## src/design/ajfa_pkg.sv

```systemverilog
// Shared types and constants for the accelerometer jerk alarm.
// Used by the squaring unit, the square root unit, the alarm tracker and the top level.
// No dependencies.
package ajfa_pkg;

    localparam int AXIS_W   = 16;
    localparam int SUM_W    = 32;
    localparam int RAD_W    = 40;
    localparam int MAG_W    = 20;
    localparam int CNT_W    = 16;
    localparam int SQ_CNT_W = 4;
    localparam int RT_CNT_W = 5;

    localparam int IN_DATA_W  = 48;
    localparam int OUT_DATA_W = 24;
    localparam int ADDR_W     = 3;
    localparam int APB_DATA_W = 32;

    localparam logic [MAG_W-1:0] JERK_THRESHOLD_RESET = 20'd10486;
    localparam logic [CNT_W-1:0] ALARM_SAMPLES_RESET  = 16'd600;
    localparam logic [MAG_W-1:0] MAG_MAX              = 20'd908100;
    localparam logic [CNT_W-1:0] CNT_MAX              = 16'hFFFF;
    localparam logic [SQ_CNT_W-1:0] SQ_LAST_STEP      = 4'd15;
    localparam logic [RT_CNT_W-1:0] RT_LAST_STEP      = 5'd19;

    // Register index, taken from paddr bit 2.
    localparam logic REG_JERK_THRESHOLD = 1'b0;
    localparam logic REG_ALARM_SAMPLES  = 1'b1;

    typedef struct packed {
        logic on;
        logic started;
    } alarm_flags_t;

endpackage

```

## src/design/ajfa_sqsum.sv

```systemverilog
// Bit-serial sum of squares of three signed 16-bit axis values.
// One multiplier bit of every axis is consumed per cycle, until all 16 bits are used.
// Depends on ajfa_pkg.
module ajfa_sqsum
(
    input  logic                              clk,
    input  logic                              rst_n,
    input  logic                              start,
    input  logic signed [ajfa_pkg::AXIS_W-1:0] accel_x,
    input  logic signed [ajfa_pkg::AXIS_W-1:0] accel_y,
    input  logic signed [ajfa_pkg::AXIS_W-1:0] accel_z,
    output logic                              done,
    output logic [ajfa_pkg::SUM_W-1:0]         sum
);

    logic                            busy_reg, busy_next;
    logic                            done_reg, done_next;
    logic [ajfa_pkg::SQ_CNT_W-1:0]   cnt_reg, cnt_next;
    logic [ajfa_pkg::SUM_W-1:0]      ax_reg, ay_reg, az_reg;
    logic [ajfa_pkg::SUM_W-1:0]      ax_next, ay_next, az_next;
    logic [ajfa_pkg::AXIS_W-1:0]     bx_reg, by_reg, bz_reg;
    logic [ajfa_pkg::AXIS_W-1:0]     bx_next, by_next, bz_next;
    logic [ajfa_pkg::SUM_W-1:0]      acc_reg, acc_next;
    logic [ajfa_pkg::AXIS_W-1:0]     abs_x, abs_y, abs_z;
    logic [ajfa_pkg::SUM_W-1:0]      term_x, term_y, term_z;

    // Magnitudes fit 16 unsigned bits, including the most negative value.
    assign abs_x = accel_x[ajfa_pkg::AXIS_W-1] ? (~accel_x + 16'd1) : accel_x;
    assign abs_y = accel_y[ajfa_pkg::AXIS_W-1] ? (~accel_y + 16'd1) : accel_y;
    assign abs_z = accel_z[ajfa_pkg::AXIS_W-1] ? (~accel_z + 16'd1) : accel_z;

    assign term_x = bx_reg[0] ? ax_reg : '0;
    assign term_y = by_reg[0] ? ay_reg : '0;
    assign term_z = bz_reg[0] ? az_reg : '0;

    always_comb
    begin
        busy_next = busy_reg;
        done_next = 1'b0;
        cnt_next  = cnt_reg;
        ax_next   = ax_reg;
        ay_next   = ay_reg;
        az_next   = az_reg;
        bx_next   = bx_reg;
        by_next   = by_reg;
        bz_next   = bz_reg;
        acc_next  = acc_reg;
        if (start)
        begin
            busy_next = 1'b1;
            cnt_next  = '0;
            ax_next   = {16'd0, abs_x};
            ay_next   = {16'd0, abs_y};
            az_next   = {16'd0, abs_z};
            bx_next   = abs_x;
            by_next   = abs_y;
            bz_next   = abs_z;
            acc_next  = '0;
        end
        else if (busy_reg)
        begin
            acc_next = acc_reg + term_x + term_y + term_z;
            ax_next  = {ax_reg[ajfa_pkg::SUM_W-2:0], 1'b0};
            ay_next  = {ay_reg[ajfa_pkg::SUM_W-2:0], 1'b0};
            az_next  = {az_reg[ajfa_pkg::SUM_W-2:0], 1'b0};
            bx_next  = {1'b0, bx_reg[ajfa_pkg::AXIS_W-1:1]};
            by_next  = {1'b0, by_reg[ajfa_pkg::AXIS_W-1:1]};
            bz_next  = {1'b0, bz_reg[ajfa_pkg::AXIS_W-1:1]};
            cnt_next = cnt_reg + 4'd1;
            if (cnt_reg == ajfa_pkg::SQ_LAST_STEP)
            begin
                busy_next = 1'b0;
                done_next = 1'b1;
            end
        end
    end

    always_ff @(posedge clk or negedge rst_n)
    begin
        if (!rst_n)
        begin
            busy_reg <= 1'b0;
            done_reg <= 1'b0;
            cnt_reg  <= '0;
        end
        else
        begin
            busy_reg <= busy_next;
            done_reg <= done_next;
            cnt_reg  <= cnt_next;
        end
    end

    always_ff @(posedge clk)
    begin
        ax_reg  <= ax_next;
        ay_reg  <= ay_next;
        az_reg  <= az_next;
        bx_reg  <= bx_next;
        by_reg  <= by_next;
        bz_reg  <= bz_next;
        acc_reg <= acc_next;
    end

    assign done = done_reg;
    assign sum  = acc_reg;

endmodule

```

## src/design/ajfa_isqrt.sv

```systemverilog
// Digit-serial floor square root of the sum of squares scaled by 256.
// Two radicand bits enter per cycle, one root bit leaves, until all 20 root bits are formed.
// Depends on ajfa_pkg.
module ajfa_isqrt
(
    input  logic                         clk,
    input  logic                         rst_n,
    input  logic                         start,
    input  logic [ajfa_pkg::SUM_W-1:0]   sum,
    output logic                         done,
    output logic [ajfa_pkg::MAG_W-1:0]   root
);

    logic                            busy_reg, busy_next;
    logic                            done_reg, done_next;
    logic [ajfa_pkg::RT_CNT_W-1:0]   cnt_reg, cnt_next;
    logic [ajfa_pkg::RAD_W-1:0]      rad_reg, rad_next;
    logic [ajfa_pkg::MAG_W:0]        rem_reg, rem_next;
    logic [ajfa_pkg::MAG_W-1:0]      root_reg, root_next;
    logic [ajfa_pkg::MAG_W+2:0]      rem_sh;
    logic [ajfa_pkg::MAG_W+1:0]      trial;
    logic [ajfa_pkg::MAG_W+2:0]      rem_sub;

    assign rem_sh  = {rem_reg, rad_reg[ajfa_pkg::RAD_W-1 -: 2]};
    assign trial   = {root_reg, 2'b01};
    assign rem_sub = rem_sh - {1'b0, trial};

    always_comb
    begin
        busy_next = busy_reg;
        done_next = 1'b0;
        cnt_next  = cnt_reg;
        rad_next  = rad_reg;
        rem_next  = rem_reg;
        root_next = root_reg;
        if (start)
        begin
            busy_next = 1'b1;
            cnt_next  = '0;
            rad_next  = {sum, 8'd0};
            rem_next  = '0;
            root_next = '0;
        end
        else if (busy_reg)
        begin
            rad_next = {rad_reg[ajfa_pkg::RAD_W-3:0], 2'b00};
            if (rem_sh >= {1'b0, trial})
            begin
                rem_next  = rem_sub[ajfa_pkg::MAG_W:0];
                root_next = {root_reg[ajfa_pkg::MAG_W-2:0], 1'b1};
            end
            else
            begin
                rem_next  = rem_sh[ajfa_pkg::MAG_W:0];
                root_next = {root_reg[ajfa_pkg::MAG_W-2:0], 1'b0};
            end
            cnt_next = cnt_reg + 5'd1;
            if (cnt_reg == ajfa_pkg::RT_LAST_STEP)
            begin
                busy_next = 1'b0;
                done_next = 1'b1;
            end
        end
    end

    always_ff @(posedge clk or negedge rst_n)
    begin
        if (!rst_n)
        begin
            busy_reg <= 1'b0;
            done_reg <= 1'b0;
            cnt_reg  <= '0;
        end
        else
        begin
            busy_reg <= busy_next;
            done_reg <= done_next;
            cnt_reg  <= cnt_next;
        end
    end

    always_ff @(posedge clk)
    begin
        rad_reg  <= rad_next;
        rem_reg  <= rem_next;
        root_reg <= root_next;
    end

    assign done = done_reg;
    assign root = root_reg;

endmodule

```

## src/design/ajfa_alarm.sv

```systemverilog
// Jerk threshold test and alarm duration counter.
// Flags are formed from the current state and the new magnitude; state moves on commit.
// Depends on ajfa_pkg.
module ajfa_alarm
(
    input  logic                         clk,
    input  logic                         rst_n,
    input  logic                         commit,
    input  logic [ajfa_pkg::MAG_W-1:0]   magnitude,
    input  logic [ajfa_pkg::MAG_W-1:0]   jerk_threshold,
    input  logic [ajfa_pkg::CNT_W-1:0]   alarm_samples,
    output ajfa_pkg::alarm_flags_t       flags
);

    logic [ajfa_pkg::MAG_W-1:0] last_mag_reg;
    logic                       active_reg, active_next;
    logic [ajfa_pkg::CNT_W-1:0] elapsed_reg, elapsed_next;
    logic [ajfa_pkg::MAG_W-1:0] diff;
    logic                       trigger;
    logic                       active_mid;

    assign diff = (magnitude >= last_mag_reg) ? (magnitude - last_mag_reg)
                                              : (last_mag_reg - magnitude);
    assign trigger = !active_reg && (diff > jerk_threshold);

    always_comb
    begin
        active_mid   = active_reg;
        elapsed_next = elapsed_reg;
        priority if (trigger)
        begin
            active_mid   = 1'b1;
            elapsed_next = '0;
        end
        else if (active_reg && (elapsed_reg != ajfa_pkg::CNT_MAX))
        begin
            elapsed_next = elapsed_reg + 16'd1;
        end
        // A clear on this sample never re-arms the trigger until the next one.
        active_next = active_mid && (elapsed_next < alarm_samples);
    end

    always_ff @(posedge clk or negedge rst_n)
    begin
        if (!rst_n)
        begin
            last_mag_reg <= '0;
            active_reg   <= 1'b0;
            elapsed_reg  <= '0;
        end
        else if (commit)
        begin
            last_mag_reg <= magnitude;
            active_reg   <= active_next;
            elapsed_reg  <= elapsed_next;
        end
    end

    assign flags.on      = active_next;
    assign flags.started = trigger;

endmodule

```

## src/design/accel_jerk_fall_alarm_core.sv

```systemverilog
// Accelerometer jerk alarm, top level: stream ports, APB registers and sequencing.
// Each sample passes through the serial squaring unit, then the square root unit, then the
// output register; no new sample is taken until the previous result is committed.
// Reset (rst_n, asynchronous, active low) clears the alarm, the stored magnitude and the
// registers to their defaults. Depends on ajfa_pkg, ajfa_sqsum, ajfa_isqrt and ajfa_alarm.
module accel_jerk_fall_alarm_core
(
    input  logic                                clk,
    input  logic                                rst_n,
    // Input stream.
    input  logic                                s_tvalid,
    output logic                                s_tready,
    input  logic [ajfa_pkg::IN_DATA_W-1:0]      s_tdata,   // accel_x, accel_y, accel_z
    // Output stream.
    output logic                                m_tvalid,
    input  logic                                m_tready,
    output logic [ajfa_pkg::OUT_DATA_W-1:0]     m_tdata,   // alarm_on, alarm_started,
                                                           // magnitude, 2 zero pad bits
    // APB configuration port.
    input  logic                                psel,
    input  logic                                penable,
    input  logic                                pwrite,
    input  logic [ajfa_pkg::ADDR_W-1:0]         paddr,
    input  logic [ajfa_pkg::APB_DATA_W-1:0]     pwdata,
    output logic [ajfa_pkg::APB_DATA_W-1:0]     prdata,
    output logic                                pready
);

    // One-hot sequencer: wait for a sample, square, take the root, hold a finished
    // result while the output register is still occupied.
    typedef enum logic [3:0] {
        ST_IDLE   = 4'b0001,
        ST_SQUARE = 4'b0010,
        ST_ROOT   = 4'b0100,
        ST_HOLD   = 4'b1000
    } state_t;

    state_t                            state_reg, state_next;
    logic [ajfa_pkg::MAG_W-1:0]        jerk_threshold_reg;
    logic [ajfa_pkg::CNT_W-1:0]        alarm_samples_reg;
    logic                              m_tvalid_reg;
    logic [ajfa_pkg::OUT_DATA_W-1:0]   m_tdata_reg;

    logic                              accept;
    logic                              out_free;
    logic                              commit;
    logic                              cfg_write;
    logic                              sq_done;
    logic [ajfa_pkg::SUM_W-1:0]        sq_sum;
    logic                              rt_done;
    logic [ajfa_pkg::MAG_W-1:0]        magnitude;
    ajfa_pkg::alarm_flags_t            flags;

    assign s_tready = (state_reg == ST_IDLE);
    assign accept   = s_tvalid && s_tready;

    // The output register frees up in the same cycle its transfer completes.
    assign out_free = !m_tvalid_reg || m_tready;
    assign commit   = ((state_reg == ST_ROOT) && rt_done && out_free)
                   || ((state_reg == ST_HOLD) && out_free);

    ajfa_sqsum u_sqsum
    (
        .clk     (clk),
        .rst_n   (rst_n),
        .start   (accept),
        .accel_x (s_tdata[15:0]),
        .accel_y (s_tdata[31:16]),
        .accel_z (s_tdata[47:32]),
        .done    (sq_done),
        .sum     (sq_sum)
    );

    ajfa_isqrt u_isqrt
    (
        .clk   (clk),
        .rst_n (rst_n),
        .start (sq_done),
        .sum   (sq_sum),
        .done  (rt_done),
        .root  (magnitude)
    );

    // The root result register holds its value until the next sample starts, so a
    // result parked in the hold state still sees the right magnitude.
    ajfa_alarm u_alarm
    (
        .clk            (clk),
        .rst_n          (rst_n),
        .commit         (commit),
        .magnitude      (magnitude),
        .jerk_threshold (jerk_threshold_reg),
        .alarm_samples  (alarm_samples_reg),
        .flags          (flags)
    );

    always_comb
    begin
        state_next = state_reg;
        unique case (state_reg)
            ST_IDLE:
            begin
                if (accept)
                begin
                    state_next = ST_SQUARE;
                end
            end
            ST_SQUARE:
            begin
                if (sq_done)
                begin
                    state_next = ST_ROOT;
                end
            end
            ST_ROOT:
            begin
                if (rt_done)
                begin
                    state_next = out_free ? ST_IDLE : ST_HOLD;
                end
            end
            ST_HOLD:
            begin
                if (out_free)
                begin
                    state_next = ST_IDLE;
                end
            end
            default:
            begin
                state_next = ST_IDLE;
            end
        endcase
    end

    always_ff @(posedge clk or negedge rst_n)
    begin
        if (!rst_n)
        begin
            state_reg    <= ST_IDLE;
            m_tvalid_reg <= 1'b0;
        end
        else
        begin
            state_reg <= state_next;
            if (commit)
            begin
                m_tvalid_reg <= 1'b1;
            end
            else if (m_tready)
            begin
                m_tvalid_reg <= 1'b0;
            end
        end
    end

    always_ff @(posedge clk)
    begin
        if (commit)
        begin
            m_tdata_reg <= {2'b00, magnitude, flags.started, flags.on};
        end
    end

    assign m_tvalid = m_tvalid_reg;
    assign m_tdata  = m_tdata_reg;

    // Configuration registers. Bit 2 of the address picks the register; writes land on
    // the access cycle of the transfer.
    assign pready    = 1'b1;
    assign cfg_write = psel && penable && pwrite && pready;

    always_ff @(posedge clk or negedge rst_n)
    begin
        if (!rst_n)
        begin
            jerk_threshold_reg <= ajfa_pkg::JERK_THRESHOLD_RESET;
            alarm_samples_reg  <= ajfa_pkg::ALARM_SAMPLES_RESET;
        end
        else if (cfg_write)
        begin
            unique case (paddr[2])
                ajfa_pkg::REG_JERK_THRESHOLD:
                begin
                    jerk_threshold_reg <= pwdata[ajfa_pkg::MAG_W-1:0];
                end
                ajfa_pkg::REG_ALARM_SAMPLES:
                begin
                    alarm_samples_reg <= pwdata[ajfa_pkg::CNT_W-1:0];
                end
                default:
                begin
                end
            endcase
        end
    end

    always_comb
    begin
        unique case (paddr[2])
            ajfa_pkg::REG_JERK_THRESHOLD:
            begin
                prdata = {12'd0, jerk_threshold_reg};
            end
            ajfa_pkg::REG_ALARM_SAMPLES:
            begin
                prdata = {16'd0, alarm_samples_reg};
            end
            default:
            begin
                prdata = '0;
            end
        endcase
    end

    // A sample that triggers only shows the alarm off when the duration is zero.
    a_started_duration: assert property (@(posedge clk) disable iff (!rst_n)
        (commit && flags.started) |-> (flags.on == (alarm_samples_reg != '0)))
        else $error("alarm start and duration register disagree");

    // Once a sample is taken, no further sample enters until it has been finished.
    a_one_in_flight: assert property (@(posedge clk) disable iff (!rst_n)
        accept |=> !s_tready)
        else $error("second sample accepted while one is in progress");

    // The root of the largest possible radicand bounds every magnitude sent out.
    a_mag_bound: assert property (@(posedge clk) disable iff (!rst_n)
        m_tvalid |-> (m_tdata[21:2] <= ajfa_pkg::MAG_MAX))
        else $error("magnitude above its possible maximum");

endmodule

```

## config.mk

```make
export PLATFORM = sky130hd
export DESIGN_NAME = accel_jerk_fall_alarm_core
export DESIGN_NICKNAME = d
export VERILOG_FILES = /design/src/design/ajfa_pkg.sv /design/src/design/ajfa_sqsum.sv /design/src/design/ajfa_isqrt.sv /design/src/design/ajfa_alarm.sv /design/src/design/accel_jerk_fall_alarm_core.sv
export SDC_FILE = /design/constraint.sdc
export NUM_CORES = 1
export LEC_CHECK = 0
export ABC_AREA = 1
export BUFFER_PORTS_ARGS = -buffer_cell sky130_fd_sc_hd__buf_2
export CORE_MARGIN = 4
export CORE_UTILIZATION = 50
export DETAILED_ROUTE_END_ITERATION = 10
export PLACE_DENSITY = 0.67
export SYNTH_ARGS = -nofsm -noshare
export SYNTH_HDL_FRONTEND = slang
export SYNTH_SLANG_ARGS = --single-unit
```

## constraint.sdc

```tcl
create_clock -name clk -period 4.6 [get_ports clk]
set_input_delay 0.92 -clock clk [delete_from_list [all_inputs] [get_ports clk]]
set_output_delay 0.92 -clock clk [all_outputs]
set_load 0.01 [all_outputs]
```

==> results of run 1 <==
metal layers:
layer / part of all wire [%] / vias up
met5: 0 / -
met4: 3.1 / 0
met3: 4.2 / 112
met2: 49 / 425
met1: 44 / 9274
li1: - / 10100
power groups by stage:
stage	clock network, W	logic [W]	registers, W
after floorplan	0	0.00716	0.00528
after global placement	0	0.00943	0.00546
after detailed placement	0	0.00966	0.00550
after CTS	0.00331	0.00993	0.00546
after global routing	0.00344	0.0117	0.00555
final	0.00323	0.0102	0.00542
path summary, 6_finish.rpt:
path,startpoint,end,slack [ps]
min in group clk,u_isqrt.cnt_reg[4],u_isqrt.cnt_reg[4],470
worst min-delay path,rst_n,jerk_threshold_reg[14],420
max in group asynchronous,rst_n,u_alarm.last_mag_reg[5],3200
worst max register to register,u_isqrt.root[0],m_tdata[0],-120
worst max-delay path,u_isqrt.root[0],m_tdata[0],-120
worst min register to register,u_isqrt.cnt_reg[4],u_isqrt.cnt_reg[4],470
area by class of cell:
type | count | area (um^2) | area share, %
clock buffer | 56 | 1140 | 4.23
clock inverter | 18 | 169 | 0.625
inverter | 480 | 1810 | 6.69
multi-input combinational | 2068 | 12000 | 44.5
sequential | 362 | 9220 | 34.1
tap | 600 | 751 | 2.78
timing repair buffer | 280 | 1900 | 7.03
what timing repair did:
item                                   4_1_cts  5_1_grt
pin swaps                                   30       21
setup endpoints to repair                    2        6
gates resized for setup                     64       29
setup buffers                               20       10
endpoints found under the hold margin        0        0
cloned                                       2        0
hold buffers                                 0        0
cells in the final DEF, fill, tap and decap left out, types with 6 or more instances in the layout:
master	count
buf_4	149
conb_1	15
xnor2_1	21
buf_6	8
nand4_1	21
nor2_1	118
dfxtp_1	120
clkbuf_1	10
nor3_1	29
clkbuf_16	42
o22ai_1	19
o21bai_1	30
edfxtp_1	150
fa_1	63
a21oi_2	10
dfrtp_1	77
inv_1	466
nand2_2	27
ha_4	11
xor2_1	35
inv_2	10
a22oi_1	6
buf_2	118
ha_1	122
nand2_1	906
dfstp_2	13
o21ai_0	241
a31oi_1	10
a21oi_1	152
nor4_1	12
nand3_1	90
nor3_2	11
o21ai_1	23
clkinv_1	8
o211ai_1	20
a21o_1	11
stage by stage:
step / total power [W] / setup WS, ps
after global routing: 0.0207 / -399
after global placement: 0.0149 / -361
final: 0.0188 / -118
after CTS: 0.0187 / -5.67
after floorplan: 0.0124 / 37.7
after detailed placement: 0.0152 / -566
logic make-up (layout without fill, tap and decap cells):
logic type / count (synthesis) / count (layout) / share of synthesized area, %
muxes: 1 / 1 / 0.0432
buffers and inverters: 593 / 834 / 10.1
and+or+nand+nor: 1245 / 1246 / 21.8
DFF: 362 / 362 / 39.8
adders and majority gates: 197 / 197 / 12.7
AOI/OAI and AO/OA: 552 / 552 / 13.3
other: 2 / 15 / 0.0324
xor gates and xnor gates: 57 / 57 / 2.16
==> results by group, run 1 <==
STA
  – Final setup margin: -118 ps
  – Final max-slew violation count: 0
  – WHS: between 400 and 500 ps
  – Minimum clock period: between 4000 and 5000 ps
  – Highest clock rate: about 210 MHz
  – Fin crit share: 103%
  – Setup TNS: -303 ps
  – Final Hold Viols: 0
  – RSZ-0062 raised after global routing: true
  – Clk_skew: 24.6 ps
  – Setup-failing EPs final: 3
  – Worst-margin pin slew: about 1200 ps
  – Max_slew headroom: 22.7%

Synth
  – Mean post-synth cell area: approximately 7.7 um^2
  – Top_reg_cell synth: edfxtp_1
  – Seq/Total Area, Yosys: approximately 40%
  – Cell with the most instances after synthesis: nand2_1
  – Leading area contributor after synthesis: edfxtp_1
  – Flops & latches, synth: 362
  – Area share of the largest cell type after synthesis: about a fifth
  – Netlist cell types: 59
  – Fraction of registers with async set/reset: approximately a quarter
  – Synth top cells by count: nand2_1, inv_1, o21ai_0
  – EDFF count, synth: 150
  – Area contributors post-synth: edfxtp_1, nand2_1, dfxtp_1
  – Synth Instances: around 3,000
  – Ys Warns: 0
  – Post-Syn Area: 23,200 um^2

Final layout
  – Area growth syn-to-layout: 16.7%
  – Fin util: 59.3%
  – Filler Cell Count: around 4,100
  – Design Area, Final: 27,000 um^2
  – # diodes: 0
  – Fraction of layout cells with a size suffix above 1: 14.2%
  – Final Non-Filler Cells: slightly below 4,000
  – Final nets: between 3,000 and 4,000

Floorplan
  – DIE AREA: roughly 50,000 um^2
  – Die X: around 220 um
  – Die height: around 220 um
  – Core area: between 40,000 and 50,000 um^2
  – Cell Rows: around 80
  – Io pins: between 100 and 150
  – Initial core utilization: about half

Power and ir drop
  – Internal Power: approximately 0.011 W
  – Pwr/cell area: 696 nW/um^2
  – Sequential share of power: roughly 29%
  – P_sw: 0.00830 W
  – Max IR drop VDD: a little over 0.4 mV
  – P_leak: roughly 14 nW
  – Logic gate share of total power: a little over half
  – Clk pwr share: about 17%
  – Switching Fraction: between 40 and 50%

Status
  – Status: complete, but fails checks
  – Violated checks: negative setup slack

CTS
  – CTS root buffer: clkbuf_16
  – Clock Sinks: ~360
  – CTS max path bufs: 3
  – CTS buffer count: 42
  – Skew-Pair Late Insertion Delay: 580 ps
  – Worst-path clk slew: 60 ps
  – CTS tree: built
  – Max H-tree Level: 2

Global route
  – Most used routing layer: met2
  – Largest net degree at the start of global routing: 135
  – Met2 global-route usage: between 30 and 40%
  – GRT Total Usage: between 20% and 30%
  – Total global routing overflow: 0
  – Number of global-route vias before repair: roughly 20,000
  – Met1 Usage GRT: a little under a third
  – Initial antenna violation count: 0
  – Met3 Use GR: under 10%
  – First-pass GRT wire length: 96,300 um

Setup path
  – Crit path max-delay family: simple AND/OR/NAND/NOR gates
  – CP Depth: 38
  – Setup CP Type: register to register
  – Worst EP required: 4910 ps
  – CP startpoint kind: register
  – Worst Path Max Fanout: 8
  – CP max stage delay: 350 ps
  – Crit path capture type: register
  – Reg2Reg Depth: 38
  – Bufs and invs on worst path: 6
  – Worst EP arrival: 5030 ps
  – Worst path slowest cell: fa_2
  – Most used cell along the critical path: nand2_2

Drt
  – Initial DRT Pass Iterations: 6
  – 1st-iter DRT viols: roughly 1,400
  – Wire per inst: between 15 and 20 um
  – DRC errors left: 0
  – ANT nets after route: 0
  – Via count: just under 20,000
  – Final WL: between 50,000 and 60,000 um
  – Via density: 5.15

Placement
  – Placed cell count: about 3,800
  – HPWL Detailed: ~42,000 um
  – Placer Congestion: ~0.93
  – Port buffer count: 119
  – Dpl cell area: roughly 25,000 um^2

Job
  – Max cap viols: 0

Worst hold path
  – Hold Path Class: primary input to asynchronous set/reset pin
No activity file was read; power rests on OpenSTA's default activity.
==> run 2, diff against run 1 <==
--- a/config.mk
+++ b/config.mk
@@ -8,9 +8,9 @@
 export ABC_AREA = 1
 export BUFFER_PORTS_ARGS = -buffer_cell sky130_fd_sc_hd__buf_2
 export CORE_MARGIN = 4
-export CORE_UTILIZATION = 50
+export CORE_UTILIZATION = 30
 export DETAILED_ROUTE_END_ITERATION = 10
-export PLACE_DENSITY = 0.67
+export PLACE_DENSITY = 0.44
 export SYNTH_ARGS = -nofsm -noshare
 export SYNTH_HDL_FRONTEND = slang
 export SYNTH_SLANG_ARGS = --single-unit
==> run 2 against run 1 <==
The flow now finishes without violations. Setup slack better by 130 ps. Power up 4.6%. Sequential share of layout area down 1.5 points. Via count up 0.41%. Hold slack worse by 120 ps. Sequential power about the same. Critical path depth down 3.
==> results by group, run 2 (synthesized netlist as in run 1, its figures left out) <==
Status
  – Status: finished clean

CTS
  – CTS root buffer: clkbuf_16
  – Hold_buf cts: 0 (unchanged)
  – Clock Sinks: 362 (unchanged)
  – CTS tree: built
  – CTS buffer count: 45 (+7.1%)
  – Worst-path clk slew: 60 ps (about the same)
  – Max H-tree Level: 2 (unchanged)
  – CTS max path bufs: 3 (unchanged)
  – Skew-Pair Late Insertion Delay: 580 ps (about the same)

Drt
  – ANT nets after route: 0 (unchanged)
  – Via density: 4.60 (-11%)
  – Initial DRT Pass Iterations: 5 (-1)
  – Via count: 20,000 (+0.41%)
  – Final WL: 64,200 um (+11%)
  – DRC errors left: 0 (unchanged)
  – Wire per inst: 14.8 um (-1.6%)
  – 1st-iter DRT viols: 1,031 (-24%)

STA
  – Final Hold Viols: 0 (unchanged)
  – RSZ-0062 raised after global routing: true
  – Highest clock rate: 218 MHz (+2.8%)
  – Worst-margin pin slew: 1270 ps (+116 ps)
  – Max_slew headroom: 14.9% (-7.8 points)
  – Fin crit share: 99.8% (-2.8 points)
  – Setup-failing EPs final: 0 (-3)
  – Clk_skew: 24.9 ps (+0.319 ps)
  – Final max-slew violation count: 0 (unchanged)
  – Minimum clock period: 4590 ps (-128 ps)

Global route
  – Largest net degree at the start of global routing: 197 (+46%)
  – Number of global-route vias before repair: 20,300 (+2.7%)
  – First-pass GRT wire length: 105,000 um (+8.7%)
  – GRT Total Usage: 15.5% (-7.5 points)
  – Initial antenna violation count: 0 (unchanged)
  – Total global routing overflow: 0 (unchanged)

Setup path
  – CP max stage delay: 390 ps (+40 ps)
  – CP startpoint kind: register
  – Crit path capture type: register
  – Crit path max-delay family: simple AND/OR/NAND/NOR gates
  – Worst path slowest cell: dfrtp_1
  – Worst EP arrival: 5100 ps (+70 ps)
  – Setup CP Type: register to register
  – RR Startpoint: u_alarm.last_mag_reg[0]
  – Worst EP required: 5110 ps (+200 ps)
  – Most used cell along the critical path: nand2_2
  – Bufs and invs on worst path: 7 (+1)
  – CP startpoint: u_alarm.last_mag_reg[0]
  – Worst Path Max Fanout: 8 (unchanged)

Power and ir drop
  – P_leak: 14.0 nW (+2.5%)
  – Total power: 0.0197 W (+4.6%)
  – Pwr/cell area: 697 nW/um^2 (+0.11%)
  – Max IR drop VDD: 0.428 mV (+2.8%)

Final layout
  – Design Area, Final: 28,200 um^2 (+4.5%)
  – # diodes: 0 (unchanged)
  – Most common cell after layout, fill and taps aside: nand2_1
  – Area growth syn-to-layout: 21.9%
  – Most frequent cells in the layout: nand2_1, inv_1, o21ai_0
  – Final nets: 3,565 (+1.2%)
  – Fraction of layout cells with a size suffix above 1: 16.4% (+2.2 points)

Floorplan
  – Core area: 76,200 um^2 (+67%)
  – Die X: 286 um (+28%)
  – Cell Rows: 101 (+29%)
  – DIE AREA: 81,700 um^2 (+64%)
  – Die height: 286 um (+28%)
  – Initial core utilization: 30.4% (-20 points)
  – Io pins: 149 (unchanged)

Placement
  – Placer Congestion: 0.849 (-8.3%)
  – Dpl cell area: 25,900 um^2 (+3.3%)
  – Port buffer count: 119 (unchanged)
  – HPWL Detailed: 46,800 um (+11%)

Worst hold path
  – Hold Path Class: primary input to asynchronous set/reset pin

Job
  – Max cap viols: 0 (unchanged)
==> run 2: changes by cell type in the layout (fill, tap and decap cells not counted), moves of 4 or more <==
cell       previous run  this run
clkbuf_8              4         9
inv_1               466       459
a21oi_2              10        15
nand2_4               3         9
inv_2                10        14
buf_4               149       190
clkbuf_16            42        48
a21oi_1             152       148
nand2_1             906       898
==> run 2: what timing repair did <==
item	4_1_cts	5_1_grt
pin swaps	44	36
setup endpoints to repair	2	23
gates cloned	0	1
gates resized for setup	80	50
buffers inserted	28	6
==> run 2: layout make-up <==
cell class	count	area [um^2]
flip-flops and latches	362	9220
inverters	480	1820
fillers	8006	48000
clock inverters	17	209
repair buffers	321	2210
multi-input cells	2068	12100
well taps	1030	1290
clock buffers	66	1360
==> run 2: through the flow <==
step	utilization [%]	hold WS (ps)	cells	setup TNS [ps]	setup WS, ps
after detailed placement	34.0	473	4226	-879	-442
final	37.1	292	4344	0	10.2
after global routing	37.1	293	4344	-696	-369
after global placement	34.0	458	4226	-612	-312
after CTS	36.8	259	4337	-180	-93.5
after floorplan	-	434	3022	0	37.7
==> run 2: layer usage <==
metal	vias to the layer above	track usage, %	share of wire, %
met1	9356	20.0	45
li1	10200	-	-
met4	0	5.02	3.1
met3	113	2.10	3.6
met5	-	0	0
met2	327	26.9	48
==> run 2: final timing paths <==
| kind | endpoint | slack (ps) | cells after the start |
|---|---|---|---|
| max | u_alarm.active_reg | 10 | 35 |
| min | jerk_threshold_reg[12] | 290 | 1 |
| max reg2reg | u_alarm.active_reg | 10 | 35 |
| min reg2reg | u_isqrt.rem_reg[1] | 480 | 2 |
| max in group asynchronous | jerk_threshold_reg[11] | 3390 | 2 |
| min in group clk | u_isqrt.rem_reg[1] | 480 | 2 |
==> run 2: where the power goes <==
part	internal, W	switching [W]	leakage, nW	total (W)
Combinational	0.00404	0.00652	9.58	0.0106
Clock	0.00228	0.00146	0.770	0.00373
Sequential	0.00477	0.000625	3.64	0.00539
